===== src/design/hrp_pkg.sv =====
// Shared types and constants for the hex record parser.
// Used by the front classifier, the token queue, the back parser and the top level.
package hrp_pkg;

  // Character codes
  localparam logic [7:0] CHAR_NEWLINE = 8'd10;
  localparam logic [7:0] CHAR_COLON   = 8'h3A;

  // Token queue depth between front and back
  localparam int QDEPTH = 2;
  localparam int QPTR_W = (QDEPTH > 1) ? $clog2(QDEPTH) : 1;
  localparam int QCNT_W = $clog2(QDEPTH + 1);

  // Record-end status codes
  localparam logic [1:0] ST_OK   = 2'd0;
  localparam logic [1:0] ST_CSUM = 2'd1;
  localparam logic [1:0] ST_FMT  = 2'd2;

  // Result kinds
  localparam logic KIND_DATA = 1'b0;
  localparam logic KIND_END  = 1'b1;

  // Character class found by the front
  typedef enum logic [1:0] {
    TK_NEWLINE,
    TK_COLON,
    TK_HEX,
    TK_OTHER
  } tok_class_t;

  // Classified character word
  typedef struct packed {
    tok_class_t  cls;
    logic [3:0]  nib;
  } hrp_token_t;

  // Line parsing phases
  typedef enum logic [2:0] {
    PH_START,
    PH_LEN,
    PH_ADRH,
    PH_ADRL,
    PH_TYPE,
    PH_DATA,
    PH_CSUM,
    PH_SKIP
  } phase_t;

  // One result word
  typedef struct packed {
    logic        kind;
    logic [1:0]  status;
    logic [7:0]  count;
    logic [7:0]  rtype;
    logic [15:0] addr;
    logic [7:0]  data;
  } hrp_result_t;

endpackage


===== src/design/hrp_front.sv =====
// Front stage: registers each accepted character and classifies it.
// Depends on hrp_pkg for the token type and character codes.
module hrp_front (
  input  logic              clk,
  input  logic              rst_n,
  input  logic              in_valid,
  output logic              in_ready,
  input  logic [7:0]        in_char,
  output logic              tok_valid,
  input  logic              tok_ready,
  output hrp_pkg::hrp_token_t tok
);

  logic                tok_valid_r, tok_valid_nxt;
  hrp_pkg::hrp_token_t tok_r, tok_nxt;

  // Accept a new word whenever the stage is empty or drains this cycle
  assign in_ready  = !tok_valid_r || tok_ready;
  assign tok_valid = tok_valid_r;
  assign tok       = tok_r;

  // Classify the incoming character
  always_comb begin
    tok_nxt = tok_r;
    if (in_char == hrp_pkg::CHAR_NEWLINE) begin
      tok_nxt.cls = hrp_pkg::TK_NEWLINE;
      tok_nxt.nib = 4'd0;
    end else if (in_char == hrp_pkg::CHAR_COLON) begin
      tok_nxt.cls = hrp_pkg::TK_COLON;
      tok_nxt.nib = 4'd0;
    end else if (in_char inside {[8'h30:8'h39]}) begin
      tok_nxt.cls = hrp_pkg::TK_HEX;
      tok_nxt.nib = 4'(in_char - 8'h30);
    end else if (in_char inside {[8'h41:8'h46]}) begin
      tok_nxt.cls = hrp_pkg::TK_HEX;
      tok_nxt.nib = 4'(in_char - 8'h37);
    end else if (in_char inside {[8'h61:8'h66]}) begin
      tok_nxt.cls = hrp_pkg::TK_HEX;
      tok_nxt.nib = 4'(in_char - 8'h57);
    end else begin
      tok_nxt.cls = hrp_pkg::TK_OTHER;
      tok_nxt.nib = 4'd0;
    end
  end

  // Hold or advance the stage valid
  always_comb begin
    tok_valid_nxt = tok_valid_r;
    if (in_ready) begin
      tok_valid_nxt = in_valid;
    end
  end

  always_ff @(posedge clk) begin
    if (!rst_n) begin
      tok_valid_r <= 1'b0;
    end else begin
      tok_valid_r <= tok_valid_nxt;
    end
  end

  always_ff @(posedge clk) begin
    if (in_valid && in_ready) begin
      tok_r <= tok_nxt;
    end
  end

endmodule


===== src/design/hrp_queue.sv =====
// Short token queue that decouples the front classifier from the back parser.
// Depends on hrp_pkg for the token type and queue depth.
module hrp_queue (
  input  logic                clk,
  input  logic                rst_n,
  input  logic                push_valid,
  output logic                push_ready,
  input  hrp_pkg::hrp_token_t push_tok,
  output logic                pop_valid,
  input  logic                pop_ready,
  output hrp_pkg::hrp_token_t pop_tok
);

  hrp_pkg::hrp_token_t                 mem_r [hrp_pkg::QDEPTH];
  logic [hrp_pkg::QPTR_W-1:0]          wr_ptr_r, wr_ptr_nxt;
  logic [hrp_pkg::QPTR_W-1:0]          rd_ptr_r, rd_ptr_nxt;
  logic [hrp_pkg::QCNT_W-1:0]          count_r, count_nxt;
  logic                                push, pop;

  assign push_ready = (count_r != hrp_pkg::QCNT_W'(hrp_pkg::QDEPTH));
  assign pop_valid  = (count_r != '0);
  assign pop_tok    = mem_r[rd_ptr_r];
  assign push       = push_valid && push_ready;
  assign pop        = pop_valid && pop_ready;

  // Advance pointers and fill count
  always_comb begin
    wr_ptr_nxt = wr_ptr_r;
    rd_ptr_nxt = rd_ptr_r;
    count_nxt  = count_r;
    if (push) begin
      wr_ptr_nxt = (wr_ptr_r == hrp_pkg::QPTR_W'(hrp_pkg::QDEPTH - 1)) ? '0
                   : wr_ptr_r + 1'b1;
    end
    if (pop) begin
      rd_ptr_nxt = (rd_ptr_r == hrp_pkg::QPTR_W'(hrp_pkg::QDEPTH - 1)) ? '0
                   : rd_ptr_r + 1'b1;
    end
    if (push && !pop) begin
      count_nxt = count_r + 1'b1;
    end else if (pop && !push) begin
      count_nxt = count_r - 1'b1;
    end
  end

  always_ff @(posedge clk) begin
    if (!rst_n) begin
      wr_ptr_r <= '0;
      rd_ptr_r <= '0;
      count_r  <= '0;
    end else begin
      wr_ptr_r <= wr_ptr_nxt;
      rd_ptr_r <= rd_ptr_nxt;
      count_r  <= count_nxt;
    end
  end

  // Store pushed words
  always_ff @(posedge clk) begin
    if (push) begin
      mem_r[wr_ptr_r] <= push_tok;
    end
  end

  a_count_range: assert property (@(posedge clk) disable iff (!rst_n)
    count_r <= hrp_pkg::QCNT_W'(hrp_pkg::QDEPTH))
    else $error("queue fill count beyond depth");

  a_pop_tracks: assert property (@(posedge clk) disable iff (!rst_n)
    (pop && !push) |=> (count_r == $past(count_r) - 1'b1))
    else $error("queue count did not drop on pop");

  a_empty_ptrs: assert property (@(posedge clk) disable iff (!rst_n)
    (count_r == '0) |-> (wr_ptr_r == rd_ptr_r))
    else $error("queue pointers differ while empty");

endmodule


===== src/design/hrp_back.sv =====
// Back parser: walks the record fields per token and drives the result register.
// Depends on hrp_pkg for token, phase and result types and status codes.
module hrp_back (
  input  logic                clk,
  input  logic                rst_n,
  input  logic                tok_valid,
  output logic                tok_ready,
  input  hrp_pkg::hrp_token_t tok,
  output logic                res_valid,
  input  logic                res_ready,
  output hrp_pkg::hrp_result_t res
);

  hrp_pkg::phase_t      phase_r, phase_nxt;
  logic [3:0]           high_r, high_nxt;
  logic                 second_r, second_nxt;
  logic [7:0]           len_r, len_nxt;
  logic [15:0]          base_r, base_nxt;
  logic [7:0]           type_r, type_nxt;
  logic [7:0]           sum_r, sum_nxt;
  logic [7:0]           idx_r, idx_nxt;

  logic                 out_valid_r, out_valid_nxt;
  hrp_pkg::hrp_result_t out_res_r;
  logic                 emit;
  hrp_pkg::hrp_result_t emit_res;

  logic                 take;
  logic [7:0]           value;
  logic [7:0]           sum_add;
  logic [7:0]           idx_inc;

  // Take a token when the result register is free or drains this cycle
  assign tok_ready = !out_valid_r || res_ready;
  assign take      = tok_valid && tok_ready;
  assign res_valid = out_valid_r;
  assign res       = out_res_r;

  assign value   = {high_r, tok.nib};
  assign sum_add = sum_r + value;
  assign idx_inc = idx_r + 8'd1;

  // Next state of the line parser
  always_comb begin
    phase_nxt  = phase_r;
    high_nxt   = high_r;
    second_nxt = second_r;
    len_nxt    = len_r;
    base_nxt   = base_r;
    type_nxt   = type_r;
    sum_nxt    = sum_r;
    idx_nxt    = idx_r;
    case (phase_r)
      hrp_pkg::PH_START: begin
        if (tok.cls != hrp_pkg::TK_NEWLINE) begin
          len_nxt    = '0;
          base_nxt   = '0;
          type_nxt   = '0;
          sum_nxt    = '0;
          idx_nxt    = '0;
          high_nxt   = '0;
          second_nxt = 1'b0;
          phase_nxt  = (tok.cls == hrp_pkg::TK_COLON) ? hrp_pkg::PH_LEN
                                                      : hrp_pkg::PH_SKIP;
        end
      end
      hrp_pkg::PH_SKIP: begin
        if (tok.cls == hrp_pkg::TK_NEWLINE) begin
          phase_nxt = hrp_pkg::PH_START;
        end
      end
      default: begin
        if (tok.cls == hrp_pkg::TK_NEWLINE) begin
          phase_nxt = hrp_pkg::PH_START;
        end else if (tok.cls != hrp_pkg::TK_HEX) begin
          phase_nxt = hrp_pkg::PH_SKIP;
        end else if (!second_r) begin
          high_nxt   = tok.nib;
          second_nxt = 1'b1;
        end else begin
          second_nxt = 1'b0;
          sum_nxt    = sum_add;
          case (phase_r)
            hrp_pkg::PH_LEN: begin
              len_nxt   = value;
              phase_nxt = hrp_pkg::PH_ADRH;
            end
            hrp_pkg::PH_ADRH: begin
              base_nxt  = {value, 8'd0};
              phase_nxt = hrp_pkg::PH_ADRL;
            end
            hrp_pkg::PH_ADRL: begin
              base_nxt  = {base_r[15:8], value};
              phase_nxt = hrp_pkg::PH_TYPE;
            end
            hrp_pkg::PH_TYPE: begin
              type_nxt  = value;
              phase_nxt = (len_r == 8'd0) ? hrp_pkg::PH_CSUM : hrp_pkg::PH_DATA;
            end
            hrp_pkg::PH_DATA: begin
              idx_nxt = idx_inc;
              if (idx_inc == len_r) begin
                phase_nxt = hrp_pkg::PH_CSUM;
              end
            end
            default: begin
              phase_nxt = hrp_pkg::PH_SKIP;
            end
          endcase
        end
      end
    endcase
  end

  // Result produced by the current token
  always_comb begin
    emit           = 1'b0;
    emit_res.kind  = hrp_pkg::KIND_END;
    emit_res.status = hrp_pkg::ST_OK;
    emit_res.count = idx_nxt;
    emit_res.rtype = type_nxt;
    emit_res.addr  = base_nxt;
    emit_res.data  = 8'd0;
    case (phase_r)
      hrp_pkg::PH_START: begin
        if (tok.cls != hrp_pkg::TK_NEWLINE && tok.cls != hrp_pkg::TK_COLON) begin
          emit            = 1'b1;
          emit_res.status = hrp_pkg::ST_FMT;
        end
      end
      hrp_pkg::PH_SKIP: begin
        emit = 1'b0;
      end
      default: begin
        if (tok.cls != hrp_pkg::TK_HEX) begin
          emit            = 1'b1;
          emit_res.status = hrp_pkg::ST_FMT;
        end else if (second_r) begin
          if (phase_r == hrp_pkg::PH_DATA) begin
            emit           = 1'b1;
            emit_res.kind  = hrp_pkg::KIND_DATA;
            emit_res.data  = value;
            emit_res.addr  = base_r + {8'd0, idx_r};
          end else if (phase_r == hrp_pkg::PH_CSUM) begin
            emit            = 1'b1;
            emit_res.status = (sum_add == 8'd0) ? hrp_pkg::ST_OK : hrp_pkg::ST_CSUM;
          end
        end
      end
    endcase
  end

  // Load or drain the result register
  always_comb begin
    out_valid_nxt = out_valid_r;
    if (tok_ready) begin
      out_valid_nxt = take && emit;
    end
  end

  always_ff @(posedge clk) begin
    if (!rst_n) begin
      phase_r     <= hrp_pkg::PH_START;
      high_r      <= '0;
      second_r    <= 1'b0;
      len_r       <= '0;
      base_r      <= '0;
      type_r      <= '0;
      sum_r       <= '0;
      idx_r       <= '0;
      out_valid_r <= 1'b0;
    end else begin
      if (take) begin
        phase_r  <= phase_nxt;
        high_r   <= high_nxt;
        second_r <= second_nxt;
        len_r    <= len_nxt;
        base_r   <= base_nxt;
        type_r   <= type_nxt;
        sum_r    <= sum_nxt;
        idx_r    <= idx_nxt;
      end
      out_valid_r <= out_valid_nxt;
    end
  end

  always_ff @(posedge clk) begin
    if (take && emit) begin
      out_res_r <= emit_res;
    end
  end

  a_data_idx: assert property (@(posedge clk) disable iff (!rst_n)
    (phase_r == hrp_pkg::PH_DATA) |-> (idx_r < len_r))
    else $error("byte index reached length inside data field");

  a_data_word: assert property (@(posedge clk) disable iff (!rst_n)
    (out_valid_r && out_res_r.kind == hrp_pkg::KIND_DATA) |->
      (out_res_r.count != 8'd0 && out_res_r.status == hrp_pkg::ST_OK))
    else $error("data word with zero count or nonzero status");

  a_no_overwrite: assert property (@(posedge clk) disable iff (!rst_n)
    (out_valid_r && !res_ready) |=> (out_valid_r && $stable(out_res_r)))
    else $error("pending result lost while stalled");

endmodule


===== src/design/hex_record_parser_core.sv =====
// Top level of the hex record parser: front classifier, token queue, back parser.
// Depends on hrp_pkg, hrp_front, hrp_queue and hrp_back.
// A character's result passes through the front register, a queue entry and
// the result register, in that order, before it appears at the output.
// Throughput: one character per cycle unless out_tready stalls the back parser.
// Reset (rst_n low, synchronous) empties all stages and returns the parser to line start.
module hex_record_parser_core (
  input  logic        clk,
  input  logic        rst_n,
  input  logic        in_tvalid,
  output logic        in_tready,
  input  logic [7:0]  in_tdata,   // [7:0] character
  output logic        out_tvalid,
  input  logic        out_tready,
  output logic [47:0] out_tdata,  // [7:0] data_byte, [23:8] byte_address,
                                  // [31:24] record_type, [39:32] byte_count,
                                  // [41:40] status, [47:42] zero
  output logic        out_tuser   // [0] result_kind
);

  logic                 fq_valid, fq_ready;
  hrp_pkg::hrp_token_t  fq_tok;
  logic                 qb_valid, qb_ready;
  hrp_pkg::hrp_token_t  qb_tok;
  hrp_pkg::hrp_result_t res;

  hrp_front u_front (
    .clk       (clk),
    .rst_n     (rst_n),
    .in_valid  (in_tvalid),
    .in_ready  (in_tready),
    .in_char   (in_tdata),
    .tok_valid (fq_valid),
    .tok_ready (fq_ready),
    .tok       (fq_tok)
  );

  hrp_queue u_queue (
    .clk        (clk),
    .rst_n      (rst_n),
    .push_valid (fq_valid),
    .push_ready (fq_ready),
    .push_tok   (fq_tok),
    .pop_valid  (qb_valid),
    .pop_ready  (qb_ready),
    .pop_tok    (qb_tok)
  );

  hrp_back u_back (
    .clk       (clk),
    .rst_n     (rst_n),
    .tok_valid (qb_valid),
    .tok_ready (qb_ready),
    .tok       (qb_tok),
    .res_valid (out_tvalid),
    .res_ready (out_tready),
    .res       (res)
  );

  // Pack the result word
  assign out_tdata = {6'd0, res.status, res.count, res.rtype, res.addr, res.data};
  assign out_tuser = res.kind;

endmodule

===== config.mk =====
export PLATFORM = sky130hd
export DESIGN_NAME = hex_record_parser_core
export DESIGN_NICKNAME = d
export VERILOG_FILES = /design/src/design/hrp_pkg.sv /design/src/design/hrp_front.sv /design/src/design/hrp_queue.sv /design/src/design/hrp_back.sv /design/src/design/hex_record_parser_core.sv
export SDC_FILE = /design/constraint.sdc
export NUM_CORES = 1
export LEC_CHECK = 0
export BUFFER_PORTS_ARGS = -buffer_cell sky130_fd_sc_hd__buf_2
export CAP_MARGIN = 20
export CORE_MARGIN = 2
export CORE_UTILIZATION = 60
export DETAILED_ROUTE_END_ITERATION = 6
export PLACE_DENSITY = 0.83
export SYNTH_ARGS = -nofsm -noshare
export SYNTH_HDL_FRONTEND = slang
export SYNTH_HIERARCHICAL = 1
export SYNTH_SLANG_ARGS = --single-unit

===== constraint.sdc =====
create_clock -name clk -period 9.4 [get_ports clk]
set_input_delay 1.88 -clock clk [delete_from_list [all_inputs] [get_ports clk]]
set_output_delay 1.88 -clock clk [all_outputs]
set_load 0.02 [all_outputs]

==> results.sh, run 1 <==
export IMPL_slew_headroom_pct=34.8
export IMPL_io_pins=63
export IMPL_status="finished clean"
export IMPL_hold_violations=0
export IMPL_synthFlopType="dfxtp_1"
export IMPL_syn_area_um2=6680
export IMPL_power_leakage_uw=0.00285
export IMPL_routed_wl_mm=15.1
export IMPL_grt_first_pass_wirelength_mm=24.0
export IMPL_postSynthCellCount=659
export IMPL_post_cts_setup_buffers=0
export IMPL_synth_edff_count=61
export IMPL_whs_ns=0.452
export IMPL_worstMarginPinSlew_ns=0.979
export IMPL_setup_worst_path_end_class="flop"
export IMPL_startpoint_type="flop"
export IMPL_drc_errors=0
export IMPL_post_drt_via_cell_ratio=6.29
export IMPL_clock_sinks=124
export IMPL_switching_power_uw=794
export IMPL_cap_violations=0
export IMPL_gp_congestion=0.884
export IMPL_synth_fa_ha_area_share_pct=4.83
export IMPL_ctsHoldBuffers=0
export IMPL_synth_common_cells="dfxtp_1, edfxtp_1, nand2_1"
export IMPL_synth_avg_cell_area_um2=10.1
export IMPL_grt_pass1_vias=4913
export IMPL_grt_usage_pct=26.1
export IMPL_netlist_top_cell_by_area="edfxtp_1"
export IMPL_synth_cell_types=77
export IMPL_overflow=0
export IMPL_synth_xor_area_share_pct=3.67
export IMPL_sw_frac_of_total_pct=37.8
export IMPL_routedWlPerCell_um=17.7
export IMPL_core_area_um2=10800
export IMPL_power_density_nw_per_um2=280
export IMPL_grt_max_degree=67
export IMPL_synth_top_family_by_area="simple AND/OR/NAND/NOR gates"
export IMPL_htree_num_levels=4
export IMPL_rsz0062_at_grt="false"
export IMPL_vdd_ir_drop_max_uv=204
export IMPL_die_y_um=110
export IMPL_yosysMostFrequentCell="dfxtp_1"
export IMPL_post_cts_resized=0
export IMPL_synth_top_area_share_pct=27.4
export IMPL_cts_buffer_depth=2
export IMPL_muxShareOfSynthArea_pct=2.66
export IMPL_arrival_ns=3.76
export IMPL_asyncSetResetFlopFracSynth_pct=0
export IMPL_vias=5355
export IMPL_antenna_cells=0
export IMPL_yosysSeqAreaShare_pct=46.3
export IMPL_area_delta_synth_final_pct=12.1
export IMPL_synth_area_leaders="edfxtp_1, dfxtp_1, ha_1, a22oi_1, nor2b_1"
export IMPL_pwr_share_seq_pct=39.2
export IMPL_critPathRequiredTime_ns=9.64
export IMPL_setup_viol=0
export IMPL_synth_seq_cells=124
export IMPL_ys_warn_count=6
export IMPL_die_w_um=110
export IMPL_root_buffer="clkbuf_8"
export IMPL_worstPathMaxFanout=9
export IMPL_clock_skew_ns=0.00833
export IMPL_cts_made_buffers=17
export IMPL_hold_class="flop to flop"
export IMPL_synth_compound_area_share_pct=17.8
export IMPL_clockPowerShare_pct=27.2
export IMPL_cts_clk_slew_worst_paths_ns=0.06
export IMPL_timing_final_crit_period_ns=3.52
export IMPL_p_int_uw=1310
export IMPL_cts_tree="yes"
export IMPL_clk_latency_ns=0.52
export IMPL_antenna_left=0
export IMPL_initial_core_util_pct=61.6
export IMPL_path_class="flop to flop"
export IMPL_antenna_found_initial=0
export IMPL_period_share_pct=37.4
export IMPL_synth_simple_gate_area_share_pct=20.4
export IMPL_rows=38
export IMPL_fin_nets=733
export IMPL_hpwl_mm=9.79
export IMPL_fin_tns_setup_ns=0
export IMPL_drtIter0Drc=429
export IMPL_fmax_mhz=284
export IMPL_first_pass_iters=6
export IMPL_port_buffers=56
export IMPL_combPwrFrac_pct=33.6
export IMPL_drive_above_1_share_pct=16.3
export IMPL_dieArea_um2=12000
export IMPL_finalMaxSlewViolations=0
==> sequential cells by signal, indices dropped and copies added (netlist names), 3 cells and up, named ones only <==
signal	cells
u_back/base_r	16
u_back/high_r	4
u_back/idx_r	8
u_back/len_r	8
u_back/phase_r	3
u_back/res	43
u_back/sum_r	8
u_back/type_r	8
u_front/tok	6
u_queue/mem_r	12
==> path summary, 6_finish.rpt <==
check	startpoint	to	slack [ns]	cells after the start
worst max register to register	flop	u_back/res[40]	5.88	10
worst min-delay path	u_front/tok[2]	u_queue/mem_r[0][2]	0.45	0
worst min register to register	u_front/tok[2]	u_queue/mem_r[0][2]	0.45	0
worst max-delay path	flop	u_back/res[40]	5.88	10
==> logic make-up after synthesis <==
family | after synthesis
and+or+nand+nor | 237
xor gates and xnor gates | 28
AOI/OAI and AO/OA | 166
other | 1
adders and majority gates | 25
muxes | 17
DFF | 124
buffers and inverters | 61
==> cell usage in the layout (no fill, tap or decap), drive strengths merged, types with 11 or more instances in the layout <==
cell type / count
a21boi: 15
edfxtp: 61
a22oi: 31
and2: 23
o21ai: 28
a21oi: 27
mux2i: 11
xor2: 13
nor2: 37
clkbuf: 23
nand2: 49
and3: 11
nand3: 19
xnor2: 15
dfxtp: 63
nor3: 15
buf: 60
ha: 21
nor2b: 36
inv: 16
==> metrics by stage <==
step	worst slack [ns]	instances	utilization (%)	instance area (µm²)	power, µW
after floorplan	4.99	664	-	6700	1340
after global placement	5.58	819	64.3	6970	1500
after detailed placement	5.54	819	64.3	6970	1530
after CTS	5.94	851	69.1	7490	2100
after global routing	5.72	851	69.1	7490	2210
final	5.88	851	69.1	7490	2100
==> power by group through the flow <==
stage          Sequential (µW)  Clock, µW  Combinational [µW]
6_report                   823        572                 706
5_1_grt                    838        603                 771
4_1_cts                    822        575                 704
3_5_place_dp               831          0                 696
3_3_place_gp               823          0                 678
2_1_floorplan              877          0                 466
==> cell type report <==
cell class | count | area (µm²)
Clock buffer | 23 | 447
Clock inverter | 9 | 72.6
Fill cell | 797 | 3350
Inverter | 16 | 60.1
Multi-Input combinational cell | 479 | 3330
Sequential cell | 124 | 3090
Tap cell | 140 | 175
Timing Repair Buffer | 60 | 310
==> critical path: stages (launching register included) <==
cell and delay, ns:
dfxtp_1 0.46, mux2_2 0.51, ha_1 0.29, fa_1 0.42, a21o_1 0.18, a21oi_1 0.23
o21bai_1 0.10, a21oi_1 0.18, xnor2_1 0.17, nor4_1 0.08, a2111oi_0 0.60
==> routing by layer <==
metal | vias to the layer above | track usage (%) | part of all wire (%)
met3 | 54 | 6.58 | 7.8
met2 | 279 | 41.7 | 49
met1 | 2522 | 33.3 | 41
met5 | - | 0 | 0
li1 | 2500 | - | -
met4 | 0 | 11.9 | 3.0
Note: power is estimated with default switching activity, not from simulation.
==> run 2: changes to the inputs <==
==> constraint.sdc (replaced) <==
create_clock -name clk -period 3.7 [get_ports clk]
set_input_delay 0.74 -clock clk [delete_from_list [all_inputs] [get_ports clk]]
set_output_delay 0.74 -clock clk [all_outputs]
set_load 0.02 [all_outputs]
==> results.sh, run 2 (synthesized netlist as in run 1, its figures left out) <==
export IMPL_status="finished clean"
export IMPL_cap_violations=0
export IMPL_cpMaxStageDelayCell="mux2_2"
export IMPL_first_pass_iters=5
export IMPL_power_leakage_uw=0.00287
export IMPL_setup_viol=0
export IMPL_setup_worst_path_end_class="flop"
export IMPL_final_cell_mix="dfxtp_1, edfxtp_1, buf_2, nand2_1, nor2_1"
export IMPL_vdd_ir_drop_max_uv=567
export IMPL_fin_nets=737
export IMPL_port_buffers=56
export IMPL_finalMaxSlewViolations=0
export IMPL_antenna_left=0
export IMPL_overflow=0
export IMPL_largest_reg_flops=43
export IMPL_cts_buffer_depth=2
export IMPL_startpoint_type="flop"
export IMPL_rsz0062_at_grt="false"
export IMPL_hold_class="flop to flop"
export IMPL_worstMarginPinSlew_ns=0.743
export IMPL_post_cts_resized=0
export IMPL_combPwrFrac_pct=34.8
export IMPL_drtIter0Drc=417
export IMPL_fin_tns_setup_ns=0
export IMPL_reg2reg_depth=10
export IMPL_fmax_mhz=315
export IMPL_arrival_ns=3.48
export IMPL_switching_power_uw=2100
export IMPL_antenna_found_initial=0
export IMPL_post_cts_setup_buffers=0
export IMPL_n_fill_cell=771
export IMPL_clock_skew_ns=0.00564
export IMPL_path_cells="mux2_2 -> ha_1 -> fa_1 -> a21o_1 -> a21oi_1 -> o21bai_1 -> a21oi_1 -> xnor2_1 -> nor4_1 -> a2111oi_0"
export IMPL_clockPowerShare_pct=27.5
export IMPL_rows=38
export IMPL_clock_sinks=124
export IMPL_initial_core_util_pct=61.6
export IMPL_sw_frac_of_total_pct=38.7
export IMPL_crit_top_cell="a21oi_1"
export IMPL_root_buffer="clkbuf_8"
export IMPL_clk_latency_ns=0.53
export IMPL_hpwl_mm=10.1
export IMPL_grt_max_degree=39
export IMPL_dieArea_um2=12000
export IMPL_pwr_share_seq_pct=37.7
export IMPL_grt_pass1_vias=5004
export IMPL_cts_made_buffers=17
export IMPL_io_pins=63
export IMPL_drive_above_1_share_pct=17.6
export IMPL_p_int_uw=3330
export IMPL_min_path_cells=0
export IMPL_grt_first_pass_wirelength_mm=24.3
export IMPL_cpPeakStageDelay_ns=0.48
export IMPL_area_delta_synth_final_pct=13.1
export IMPL_dpl_instance_area_um2=7020
export IMPL_cts_tree="yes"
export IMPL_cts_clk_slew_worst_paths_ns=0.06
export IMPL_timing_final_crit_period_ns=3.17
export IMPL_power_density_nw_per_um2=719
export IMPL_post_drt_via_cell_ratio=6.26
export IMPL_htree_num_levels=4
export IMPL_hold_violations=0
export IMPL_drc_errors=0
export IMPL_slew_headroom_pct=50.1
export IMPL_routedWlPerCell_um=17.9
export IMPL_die_y_um=110
export IMPL_final_common_cell="dfxtp_1"
export IMPL_core_area_um2=10800
export IMPL_path_class="flop to flop"
export IMPL_die_w_um=110
export IMPL_antenna_cells=0
export IMPL_period_share_pct=85.8
export IMPL_worstPathMaxFanout=9
export IMPL_critPathRequiredTime_ns=4.01
export IMPL_vias=5349
export IMPL_grt_usage_pct=26.4
export IMPL_ctsHoldBuffers=0
export IMPL_gp_congestion=0.913
export IMPL_fin_area_um2=7550
export IMPL_routed_wl_mm=15.3
export IMPL_whs_ns=0.443
[run 2: changes by cell type in the layout (fill, tap and decap cells not counted), moves of 2 or more]
cell / before / now
buf_4: 4 / 7
clkinv_4: 0 / 2
clkinvlp_4: 2 / 6
clkbuf_1: 5 / 0
[run 2: final timing paths]
check                                     from                  end  slack [ns]
worst min-delay path            u_front/tok[5]  u_queue/mem_r[0][5]        0.44
worst min register to register  u_front/tok[5]  u_queue/mem_r[0][5]        0.44
worst max register to register            flop       u_back/res[40]        0.53
worst max-delay path                      flop       u_back/res[40]        0.53
[run 2: power groups by stage]
stage	clock network [µW]	registers, µW	logic (µW)
2_1_floorplan	0	2220	1190
3_3_place_gp	0	2050	1800
3_5_place_dp	0	2060	1860
4_1_cts	1500	2040	1880
5_1_grt	1570	2080	2040
6_report	1490	2050	1890
[run 2: critical path: cells and delay by family, from the launching register on]
kind                     cells  cell delay [ns]
flip-flops                   1             0.45
adder cells (fa/ha/maj)      2             0.70
multiplexers                 1             0.48
XOR/XNOR                     1             0.17
AO/OA/AOI/OAI                5             1.08
AND/OR/NAND/NOR              1             0.07
[run 2: final cells by class]
cell class | count | area, µm² | share of cell area [%]
timing repair buffer | 64 | 353 | 4.67
clock inverter | 15 | 125 | 1.66
sequential | 124 | 3090 | 40.9
tap | 140 | 175 | 2.32
clock buffer | 17 | 414 | 5.48
multi-input combinational | 479 | 3330 | 44.1
inverter | 16 | 60.1 | 0.795
[run 2: stage by stage]
step                      setup slack (ns)  total power, µW  utilization, %  cells
final                                0.525             5430            69.7    855
after global routing                 0.385             5700            69.7    855
after CTS                            0.539             5420            69.7    855
after detailed placement             0.538             3920            64.7    823
after global placement               0.614             3850            64.7    823
after floorplan                      0.509             3410               -    664
[run 2: layer usage]
metal | global-route usage (%) | routed length, µm | vias to the layer above
met5 | 0 | 0 | -
met4 | 9.58 | 337 | 0
met3 | 6.28 | 1190 | 49
met2 | 42.6 | 7320 | 262
met1 | 34.5 | 6480 | 2535
li1 | - | - | 2503
